`src/sv/cba_pkg.sv`:
```
`timescale 1ns / 1ps
`default_nettype none
package cba_pkg;

  localparam int FIRST_W = 10;
  localparam int LEN_W   = 11;
  localparam int GRANT_W = 10;

  typedef enum logic [3:0] {
    S_INIT,
    S_IDLE,
    S_DISPATCH,
    S_REL_CHK,
    S_REL_LOOP,
    S_ALLOC_CHK,
    S_PRIME,
    S_SCAN,
    S_MARK_SET,
    S_MARK_LOOP,
    S_RESP_OK,
    S_RESP_FAIL,
    S_RESP_GRANT
  } step_t;

  typedef enum logic [3:0] {
    OP_NONE,
    OP_INIT,
    OP_LOAD,
    OP_SET_REL,
    OP_WRITE0,
    OP_SET_SCAN,
    OP_INC,
    OP_SCAN,
    OP_SET_MARK,
    OP_WRITE1,
    OP_RESP_OK,
    OP_RESP_FAIL,
    OP_RESP_GRANT
  } op_t;

  typedef enum logic [3:0] {
    C_NEVER,
    C_ALWAYS,
    C_LAST_ADDR,
    C_ACCEPT,
    C_RELEASE,
    C_REL_EMPTY,
    C_MARK_DONE,
    C_LEN_BAD,
    C_FOUND,
    C_EA_LAST,
    C_OUT_FREE
  } cond_t;

  typedef struct packed {
    op_t   op;
    cond_t cond_a;
    step_t tgt_a;
    cond_t cond_b;
    step_t tgt_b;
    step_t tgt_else;
  } ctrl_t;

  typedef struct packed {
    logic last_addr;
    logic accept;
    logic release_req;
    logic rel_empty;
    logic mark_done;
    logic len_bad;
    logic found;
    logic ea_last;
    logic out_free;
  } flags_t;

  function automatic ctrl_t ucode(input step_t s);
    ctrl_t w;
    w = '{OP_NONE, C_ALWAYS, S_IDLE, C_NEVER, S_IDLE, S_IDLE};
    case (s)
      S_INIT:       w = '{OP_INIT, C_LAST_ADDR, S_IDLE, C_NEVER, S_INIT, S_INIT};
      S_IDLE:       w = '{OP_LOAD, C_ACCEPT, S_DISPATCH, C_NEVER, S_IDLE, S_IDLE};
      S_DISPATCH:   w = '{OP_NONE, C_RELEASE, S_REL_CHK, C_NEVER, S_IDLE, S_ALLOC_CHK};
      S_REL_CHK:    w = '{OP_SET_REL, C_REL_EMPTY, S_RESP_OK, C_NEVER, S_IDLE, S_REL_LOOP};
      S_REL_LOOP:   w = '{OP_WRITE0, C_MARK_DONE, S_RESP_OK, C_NEVER, S_IDLE, S_REL_LOOP};
      S_ALLOC_CHK:  w = '{OP_SET_SCAN, C_LEN_BAD, S_RESP_FAIL, C_NEVER, S_IDLE, S_PRIME};
      S_PRIME:      w = '{OP_INC, C_ALWAYS, S_SCAN, C_NEVER, S_IDLE, S_SCAN};
      S_SCAN:       w = '{OP_SCAN, C_FOUND, S_MARK_SET, C_EA_LAST, S_RESP_FAIL, S_SCAN};
      S_MARK_SET:   w = '{OP_SET_MARK, C_ALWAYS, S_MARK_LOOP, C_NEVER, S_IDLE, S_MARK_LOOP};
      S_MARK_LOOP:  w = '{OP_WRITE1, C_MARK_DONE, S_RESP_GRANT, C_NEVER, S_IDLE, S_MARK_LOOP};
      S_RESP_OK:    w = '{OP_RESP_OK, C_OUT_FREE, S_IDLE, C_NEVER, S_IDLE, S_RESP_OK};
      S_RESP_FAIL:  w = '{OP_RESP_FAIL, C_OUT_FREE, S_IDLE, C_NEVER, S_IDLE, S_RESP_FAIL};
      S_RESP_GRANT: w = '{OP_RESP_GRANT, C_OUT_FREE, S_IDLE, C_NEVER, S_IDLE, S_RESP_GRANT};
      default:      w = '{OP_NONE, C_ALWAYS, S_IDLE, C_NEVER, S_IDLE, S_IDLE};
    endcase
    return w;
  endfunction

endpackage
`default_nettype wire

```
`src/sv/cba_ram.sv`:
```
`timescale 1ns / 1ps
`default_nettype none
module cba_ram #(
  parameter int WIDTH = 1,
  parameter int DEPTH = 1024
) (
  input  wire logic                     clk,
  input  wire logic                     we,
  input  wire logic [$clog2(DEPTH)-1:0] waddr,
  input  wire logic [WIDTH-1:0]         wdata,
  input  wire logic [$clog2(DEPTH)-1:0] raddr,
  output logic      [WIDTH-1:0]         rdata
);

  logic [WIDTH-1:0] mem [DEPTH];

  always_ff @(posedge clk) begin
    if (we) begin
      mem[waddr] <= wdata;
    end
    rdata <= mem[raddr];
  end

endmodule
`default_nettype wire

```
`src/sv/cba_seq.sv`:
```
`timescale 1ns / 1ps
`default_nettype none
module cba_seq (
  input  wire logic            clk,
  input  wire logic            rst,
  input  wire cba_pkg::flags_t flags,
  output cba_pkg::ctrl_t       ctrl
);
  import cba_pkg::*;

  step_t pc;
  step_t pc_next;
  logic  hit_a;
  logic  hit_b;

  function automatic logic test(input cond_t c, input flags_t f);
    logic r;
    r = 1'b0;
    case (c)
      C_NEVER:     r = 1'b0;
      C_ALWAYS:    r = 1'b1;
      C_LAST_ADDR: r = f.last_addr;
      C_ACCEPT:    r = f.accept;
      C_RELEASE:   r = f.release_req;
      C_REL_EMPTY: r = f.rel_empty;
      C_MARK_DONE: r = f.mark_done;
      C_LEN_BAD:   r = f.len_bad;
      C_FOUND:     r = f.found;
      C_EA_LAST:   r = f.ea_last;
      C_OUT_FREE:  r = f.out_free;
      default:     r = 1'b0;
    endcase
    return r;
  endfunction

  assign ctrl  = ucode(pc);
  assign hit_a = test(ctrl.cond_a, flags);
  assign hit_b = test(ctrl.cond_b, flags);

  always_comb begin
    if (hit_a) begin
      pc_next = ctrl.tgt_a;
    end else if (hit_b) begin
      pc_next = ctrl.tgt_b;
    end else begin
      pc_next = ctrl.tgt_else;
    end
  end

  always_ff @(posedge clk) begin
    if (rst) begin
      pc <= S_INIT;
    end else begin
      pc <= pc_next;
    end
  end

endmodule
`default_nettype wire

```
`src/sv/contiguous_block_allocator.sv`:
```
`timescale 1ns / 1ps
`default_nettype none
// First-fit allocator over a one-bit used/free map of NUM_BLOCKS blocks, held in a
// single-port-write RAM and driven by a small microcoded sequencer. After reset an
// init pass writes the map, one block a cycle, marking the first RESERVED_BLOCKS
// blocks used and the rest free; req_stall stays high meanwhile. For an allocate,
// the map is scanned one block per cycle through the RAM read port from block 0
// until a fitting run is found or the last block is passed, then the run is marked
// one block per cycle. A release clears its run, one block written per cycle. One
// request is handled at a time; a finished result waits in the output register.
module contiguous_block_allocator #(
  parameter int NUM_BLOCKS      = 1024,
  parameter int RESERVED_BLOCKS = 1
) (
  input  wire logic                        clk,
  input  wire logic                        rst,
  input  wire logic                        req_valid,
  output logic                             req_stall,
  input  wire logic                        mode,
  input  wire logic [cba_pkg::FIRST_W-1:0] first_block,
  input  wire logic [cba_pkg::LEN_W-1:0]   run_length,
  output logic                             rsp_valid,
  input  wire logic                        rsp_stall,
  output logic                             success,
  output logic      [cba_pkg::GRANT_W-1:0] granted_block
);
  import cba_pkg::*;

  localparam int AW = $clog2(NUM_BLOCKS);
  localparam int XW = (AW + 1 > LEN_W) ? AW + 1 : LEN_W;

  ctrl_t  ctrl;
  flags_t flags;

  logic               mode_r;
  logic [FIRST_W-1:0] first_r;
  logic [LEN_W-1:0]   len_r;
  logic [AW-1:0]      addr;
  logic [AW-1:0]      addr_next;
  logic [AW-1:0]      ea;
  logic [AW-1:0]      start;
  logic [LEN_W-1:0]   run;
  logic [LEN_W-1:0]   remain;
  logic               we;
  logic               wdata;
  logic               rdata;
  logic               out_free;
  logic               accept;
  logic               rsp_load;

  cba_seq u_seq (
    .clk   (clk),
    .rst   (rst),
    .flags (flags),
    .ctrl  (ctrl)
  );

  cba_ram #(
    .WIDTH (1),
    .DEPTH (NUM_BLOCKS)
  ) u_map (
    .clk   (clk),
    .we    (we),
    .waddr (addr),
    .wdata (wdata),
    .raddr (addr),
    .rdata (rdata)
  );

  assign req_stall = (ctrl.op != OP_LOAD);
  assign accept    = req_valid && !req_stall;
  assign out_free  = !rsp_valid || !rsp_stall;
  assign rsp_load  = out_free && (ctrl.op inside {OP_RESP_OK, OP_RESP_FAIL, OP_RESP_GRANT});
  assign addr_next = (addr == AW'(NUM_BLOCKS - 1)) ? '0 : addr + 1'b1;

  always_comb begin
    we    = 1'b0;
    wdata = 1'b0;
    case (ctrl.op)
      OP_INIT: begin
        we    = 1'b1;
        wdata = XW'(addr) < XW'(RESERVED_BLOCKS);
      end
      OP_WRITE0: begin
        we    = 1'b1;
        wdata = 1'b0;
      end
      OP_WRITE1: begin
        we    = 1'b1;
        wdata = 1'b1;
      end
      default: begin
        we    = 1'b0;
        wdata = 1'b0;
      end
    endcase
  end

  always_comb begin
    flags.last_addr   = (addr == AW'(NUM_BLOCKS - 1));
    flags.accept      = accept;
    flags.release_req = mode_r;
    flags.rel_empty   = (XW'(first_r) >= XW'(NUM_BLOCKS)) || (len_r == '0);
    flags.mark_done   = (remain == LEN_W'(1)) || (addr == AW'(NUM_BLOCKS - 1));
    flags.len_bad     = (len_r == '0) || (XW'(len_r) > XW'(NUM_BLOCKS));
    flags.found       = !rdata && (LEN_W'(run + 1'b1) == len_r);
    flags.ea_last     = (ea == AW'(NUM_BLOCKS - 1));
    flags.out_free    = out_free;
  end

  always_ff @(posedge clk) begin
    ea <= addr;
    if (rst) begin
      addr      <= '0;
      rsp_valid <= 1'b0;
    end else begin
      if (rsp_load) begin
        rsp_valid <= 1'b1;
      end else if (rsp_valid && !rsp_stall) begin
        rsp_valid <= 1'b0;
      end
      case (ctrl.op)
        OP_INIT: begin
          addr <= addr_next;
        end
        OP_LOAD: begin
          if (accept) begin
            mode_r  <= mode;
            first_r <= first_block;
            len_r   <= run_length;
          end
        end
        OP_SET_REL: begin
          addr   <= AW'(first_r);
          remain <= len_r;
        end
        OP_WRITE0, OP_WRITE1: begin
          addr   <= addr_next;
          remain <= remain - 1'b1;
        end
        OP_SET_SCAN: begin
          addr <= '0;
          run  <= '0;
        end
        OP_INC: begin
          addr <= addr_next;
        end
        OP_SCAN: begin
          addr <= addr_next;
          if (!rdata) begin
            if (run == '0) begin
              start <= ea;
            end
            run <= run + 1'b1;
          end else begin
            run <= '0;
          end
        end
        OP_SET_MARK: begin
          addr   <= start;
          remain <= len_r;
        end
        OP_RESP_OK: begin
          if (out_free) begin
            success       <= 1'b1;
            granted_block <= '0;
          end
        end
        OP_RESP_FAIL: begin
          if (out_free) begin
            success       <= 1'b0;
            granted_block <= '0;
          end
        end
        OP_RESP_GRANT: begin
          if (out_free) begin
            success       <= 1'b1;
            granted_block <= GRANT_W'(start);
          end
        end
        default: begin
        end
      endcase
    end
  end

endmodule
`default_nettype wire

```
`config.mk`:
```
export PLATFORM = sky130hd
export DESIGN_NAME = contiguous_block_allocator
export DESIGN_NICKNAME = d
export VERILOG_FILES = /design/src/sv/cba_pkg.sv /design/src/sv/cba_ram.sv /design/src/sv/cba_seq.sv /design/src/sv/contiguous_block_allocator.sv
export SDC_FILE = /design/constraint.sdc
export NUM_CORES = 2
export LEC_CHECK = 0
export BUFFER_PORTS_ARGS = -buffer_cell sky130_fd_sc_hd__buf_2
export CAP_MARGIN = 20
export CORE_MARGIN = 2
export CORE_UTILIZATION = 40
export DETAILED_ROUTE_END_ITERATION = 10
export PLACE_DENSITY = 0.65
export SYNTH_ARGS = -nofsm -noshare
export SYNTH_HDL_FRONTEND = slang
export SYNTH_SLANG_ARGS = --single-unit
```
`constraint.sdc`:
```
create_clock -name clk -period 51.8 [get_ports clk]
set_input_delay 2.59 -clock clk [delete_from_list [all_inputs] [get_ports clk]]
set_output_delay 2.59 -clock clk [all_outputs]
set_load 0.01 [all_outputs]
```
Word-level counts from Yosys, hierarchy flattened
Memories as Yosys holds them, arrays and structs flattened. A register that Yosys moved wholly into a read port is not among the register bits.
Cells that the tools add are included.
{"block": "word_totals", "mem_bits_rw": 1024, "n_memories": 2, "reg_bits": 86, "rom_bits": 336, "output_inout_bits": 13, "inputBits": 26}
{"block": "op_classes", "eq_ne": 41, "bitwise": 2, "n_addsub": 3, "muxes": 22, "n_reduce_logical": 32, "n_lt_le_gt_ge": 2}
{"memory": "u_map.mem", "depth": 1024, "width": 1, "rd": 1, "rd_clocked_by_memory_dff": 1, "write_ports": 1, "line": "cba_ram.sv:15", "text": "logic [WIDTH-1:0] mem [DEPTH];"}
{"memory": "(name not given)", "depth": 16, "width": 21, "rd": 1, "rd_clocked_by_memory_dff": 1, "write_ports": 0, "line": "cba_pkg.sv:79", "text": "case (s)"}
{"cell": "equality test 4 x 3 -> 1 bit, second input constant", "n": 12}
{"cell": "equality test 4 bit, second input constant", "n": 11}
{"cell": "case mux 11 bit (2 select lines)", "n": 2}
{"cell": "case mux 10 bit (4 select lines)", "n": 1}
{"cell": "two-way mux 10 bit", "n": 3}
{"cell": "equality test 4 x 2 -> 1 bit, second input constant", "n": 6}
{"cell": "logical NOT 11 bit", "n": 2}
{"cell": "equality test 10 bit, second input constant", "n": 2}
{"cell": "case mux 1 bit (10 select lines)", "n": 2}
{"cell": "case mux 10 bit (2 select lines)", "n": 1}
{"cell": "equality test 4 x 1 -> 1 bit, second input constant", "n": 3}
{"cell": "two-way mux 4 bit", "n": 3}
{"cell": "AND reduction 4 bit", "n": 3}
{"cell": "adder 11 x 1 -> 11 bit, second input constant", "n": 1}
{"cell": "equality test 11 x 1 -> 1 bit, second input constant", "n": 1}
{"cell": "equality test 11 bit", "n": 1}
{"cell": "greater-than comparator 11 bit, second input constant", "n": 1}
{"cell": "two-way mux 11 bit", "n": 1}
{"cell": "subtractor 11 x 1 -> 11 bit, second input constant", "n": 1}
{"cell": "adder 10 x 1 -> 10 bit, second input constant", "n": 1}
{"cell": "< comparator 10 x 1 -> 1 bit, second input constant", "n": 1}
{"cell": "nonzero test 2 bit", "n": 5}
{"cell": "OR reduction 2 bit", "n": 4}
{"cell": "two-way mux 1 bit", "n": 7}
{"cell": "other kinds (14)", "n": 27}

Logic depth before layout (Yosys ltp)
{"block": "logic_depth", "word_depth": 7, "ltp_mapped": 13, "mapped_depth_nobuf": 13}

Cells and area by module
From an unflattened synthesis, not the netlist that was laid out.
{"block": "unflattened", "cells_unflattened": 3626, "hier_area_um2": 49960.4}
{"mod": "cba_ram", "area_per_inst_um2": 44656.6, "instances": 1, "cells_each": 3112}
{"mod": "contiguous_block_allocator", "area_per_inst_um2": 4086.4, "instances": 1, "cells_each": 376}
{"mod": "cba_seq", "area_per_inst_um2": 1217.4, "instances": 1, "cells_each": 138}

Worst setup path before layout
Ideal clock, no wire load.
{"block": "synth_path", "kind": "reg2reg", "from": "register addr[2]", "to": "memory u_map.mem[0], data pin", "period_less_slack_ps": 34638, "arrival_time_ps": 28943, "n_path_buf": 3, "slack_ps": 17162, "setup_ps": 5695, "required_ps": 46105, "stages_incl_launch_ff": 7, "path_cell_list": "dfxtp_1 -> clkbuf_1 -> nor3_1 -> clkbuf_1 -> buf_2 -> nand4_1 -> a21oi_1"}
{"block": "synth_via", "elab_chain_cells": 2}
{"element": "start, declared", "line": "contiguous_block_allocator.sv:38", "text": "logic [AW-1:0] addr;"}
{"element": "start signal, assigned", "line": "contiguous_block_allocator.sv:124", "text": "addr <= addr_next;"}
{"element": "start signal, assigned", "line": "contiguous_block_allocator.sv:134", "text": "addr <= AW'(first_r);"}
{"element": "start signal, assigned", "line": "contiguous_block_allocator.sv:138", "text": "addr <= addr_next;"}
{"element": "< comparator 10 x 1 -> 1 bit", "line": "contiguous_block_allocator.sv:82", "text": "wdata = XW'(addr) < XW'(RESERVED_BLOCKS);"}
{"element": "case mux 1 bit (2 select lines)", "line": "contiguous_block_allocator.sv:79", "text": "case (ctrl.op)"}
{"element": "net u_map.wdata", "line": "cba_ram.sv:10", "text": "input wire logic [WIDTH-1:0] wdata,"}
{"element": "end, declared", "line": "cba_ram.sv:15"}
The timed path passes the listed nets, and every way through them passes these cells.

Final worst setup path
{"block": "layout_path", "from": "register addr[2]", "to": "memory u_map.mem[180], data pin"}
The elaborated chain is that of the path after synthesis.

==> run metrics <==
CTS Hold Bufs=0; Via density=approximately 5.8; Post-DRT Antenna Nets=0; synth-to-layout area growth=11.6%; fin nets=roughly 3.4k; Fmax=around 210 MHz; max cap viols=0; PortBufs=38; share of the synthesized area in the top cell type=around two thirds; Hold Fails Final Rpt=0; count leader, synth=edfxtp_1; final setup fails=0; Comb pwr share=under 10%; dominant cell type by area after synthesis=edfxtp_1; CP most frequent cell=buf_4; TritonCTS clock tree=built; kind of critical path=register to register; internal power=around 1.5 mW; post-DP HPWL=between 60,000 and 70,000 um; sequential share of power=around 54%; CP max-delay cell=buf_4; register area share after synthesis=68.6%; critical path depth=8; Synth async-reset ratio=0%; GR Overflow Total=0; RSZ-0062 raised after global routing=no; largest net degree at the start of global routing=~290; drt initial violations=4,477; total wire length=~130,000 um; vias in the first global route=approximately 28k; Die Y-Extent=353 um; latest clock arrival within the worst-skew pair=a little over 700 ps; Slew headroom=approximately 11%; post-CTS resize count=0; Mean Syn Cell Area=between 10 and 15 um2; FF-to-FF path depth=8; Max IR drop VDD=a little under 30 uV; final number of max-transition violations=0; Slew @ Worst Pin=~1300 ps; DRC violations left=0; EDFF count, synth=~1.1k; setup TNS=0 ps; I/O pins=39; final instance area=0.0545 mm2; Wirelength per Cell=about 26 um; Placer Congestion=around 0.80; CTS Buffer Depth=3; period utilisation layout=~9.3%; initial antenna violation count=1; Hold Path Class=register to register; Clock Skew=about 60 ps; Synth Warn #=0; Commonest cells post-synth=edfxtp_1 (1,089), nor2_1 (1,074), clkbuf_1 (258); first-pass GRT wire length=roughly 190,000 um; synthesized cell area=0.0488 mm2; die area=between 0.1 and 0.15 mm2; Synth Net Count=between 3k and 4k; post-CTS setup buffers=0; total number of vias=approximately 30k; placed cell areas=roughly 0.05 mm2; worst path bufs/invs=5; gr usage total=between 20% and 30%; status=completed; crit start category=register; nature of the critical path endpoint=register; #FFs+latches synth=approximately 1.1k; CTS Buf Count=roughly 110; critical path arrival=5150 ps; clock sinks=approximately 1.1k; Die Width=approximately 350 um; Placeable Area=0.121 mm2; WP data required=52,150 ps; Top delay family on crit path=buffers and inverters; Detailed Routing Iterations Pass 1=6; power per cell area=about 35 mW/mm2; Leak=16.2 nW; ranking of synthesized cells by area=edfxtp_1 (67%), mux4_2 (12%), nor2_1 (8.3%); number of antenna diodes=0; Max stage delay on crit path=940 ps; CTS root buf=clkbuf_16; switching portion of total power=between 20 and 25%; Min-Delay Path Depth=0; clock-pin slew on the worst setup and hold paths=60 ps; Clk network pwr share=approximately two fifths; Unique masters post-synth=73; Starting Density=between 40 and 50%; cells along the critical path=buf_4 -> nor3_2 -> buf_4 -> nand4_1 -> a21oi_4 -> buf_12 -> buf_12 -> buf_4; Core Rows=~130; min Tclk post-route=between 4000 and 5000 ps; crit-path max FO=285; main flop type after synthesis=edfxtp_1; switching power=between 0.4 and 0.5 mW; fraction of layout cells with a size suffix above 1=~18%; H-tree Lvls=3; Mapped Cells=around 3.4k
## stage by stage
stage | hold slack, ps | total power [mW] | worst slack (ps) | utilization, % | cells
6_report | 432 | 1.92 | 46990 | 44.9 | 5051
3_5_place_dp | 423 | 1.16 | 46510 | 41.6 | 4820
2_1_floorplan | 329 | 1.20 | 17160 | - | 3406
4_1_cts | 437 | 1.93 | 46970 | 44.4 | 5030
3_3_place_gp | 415 | 1.16 | 46570 | 41.5 | 4818
5_1_grt | 445 | 1.98 | 46620 | 44.9 | 5051
## kinds of logic (layout without fill, tap and decap cells)
group,after synthesis,after routing,synth area share [%]
adder cells (fa/ha/maj),17,17,0.436
flip-flops,1128,1128,68.6
buffers and inverters,356,376,3.11
multiplexers,284,284,12.4
AO/OA/AOI/OAI,257,257,3.72
AND/OR/NAND/NOR,1335,1335,11.1
XOR/XNOR,29,29,0.579
## layout make-up
cell class,count,area [um2]
Multi-Input combinational cell,1922,14000
Sequential cell,1128,33500
Timing Repair Buffer,131,1320
Fill cell,10800,66900
Clock buffer,153,3100
Tap cell,1625,2030
Inverter,35,131
Clock inverter,57,403
## power by group through the flow
stage | Sequential [mW] | Combinational (mW) | Clock (mW)
after detailed placement | 1.05 | 0.112 | 0
final | 1.03 | 0.112 | 0.778
after CTS | 1.03 | 0.112 | 0.789
after global routing | 1.03 | 0.120 | 0.823
after floorplan | 1.12 | 0.0778 | 0
after global placement | 1.05 | 0.111 | 0
## cell usage in the layout (no fill, tap or decap), types with 24 or more instances in the layout
master | Yosys | layout
inv_1 | 34 | 34
nand2_1 | 103 | 71
clkinv_1 | 0 | 29
clkbuf_16 | 0 | 116
dfxtp_1 | 39 | 37
buf_2 | 28 | 38
nor2_1 | 1074 | 1072
o21ai_0 | 26 | 26
clkbuf_1 | 258 | 31
a22oi_1 | 83 | 83
buf_4 | 11 | 67
a21oi_1 | 50 | 49
nand2_2 | 0 | 24
edfxtp_1 | 1089 | 1089
nand3_1 | 25 | 25
mux4_2 | 256 | 256
## routing by layer
metal / GRT usage (%) / vias up / routed length [um]
li1: - / 12400 / -
met4: 6.54 / 0 / 4540
met1: 27.9 / 15100 / 50400
met2: 32.3 / 1546 / 61100
met3: 4.80 / 243 / 13700
met5: 0 / - / 0
## flip-flops by register name, summed over array words and instances (netlist names)
register / flops
rsp_valid: 1
u_map.mem: 1024
run: 11
mode_r: 1
start: 10
u_map.rdata: 1
remain: 11
granted_block: 10
ea: 10
first_r: 10
addr: 10
success: 1
u_seq.ctrl: 17
len_r: 11
## final timing paths
path / slack, ps / startpoint / to
setup reg to reg: 46990 / addr[2] / u_map.mem[180]
setup / recovery: 46990 / addr[2] / u_map.mem[180]
hold reg to reg: 430 / ea[4] / start[4]
hold / removal: 430 / ea[4] / start[4]
Power figures use the tool's default switching activity.
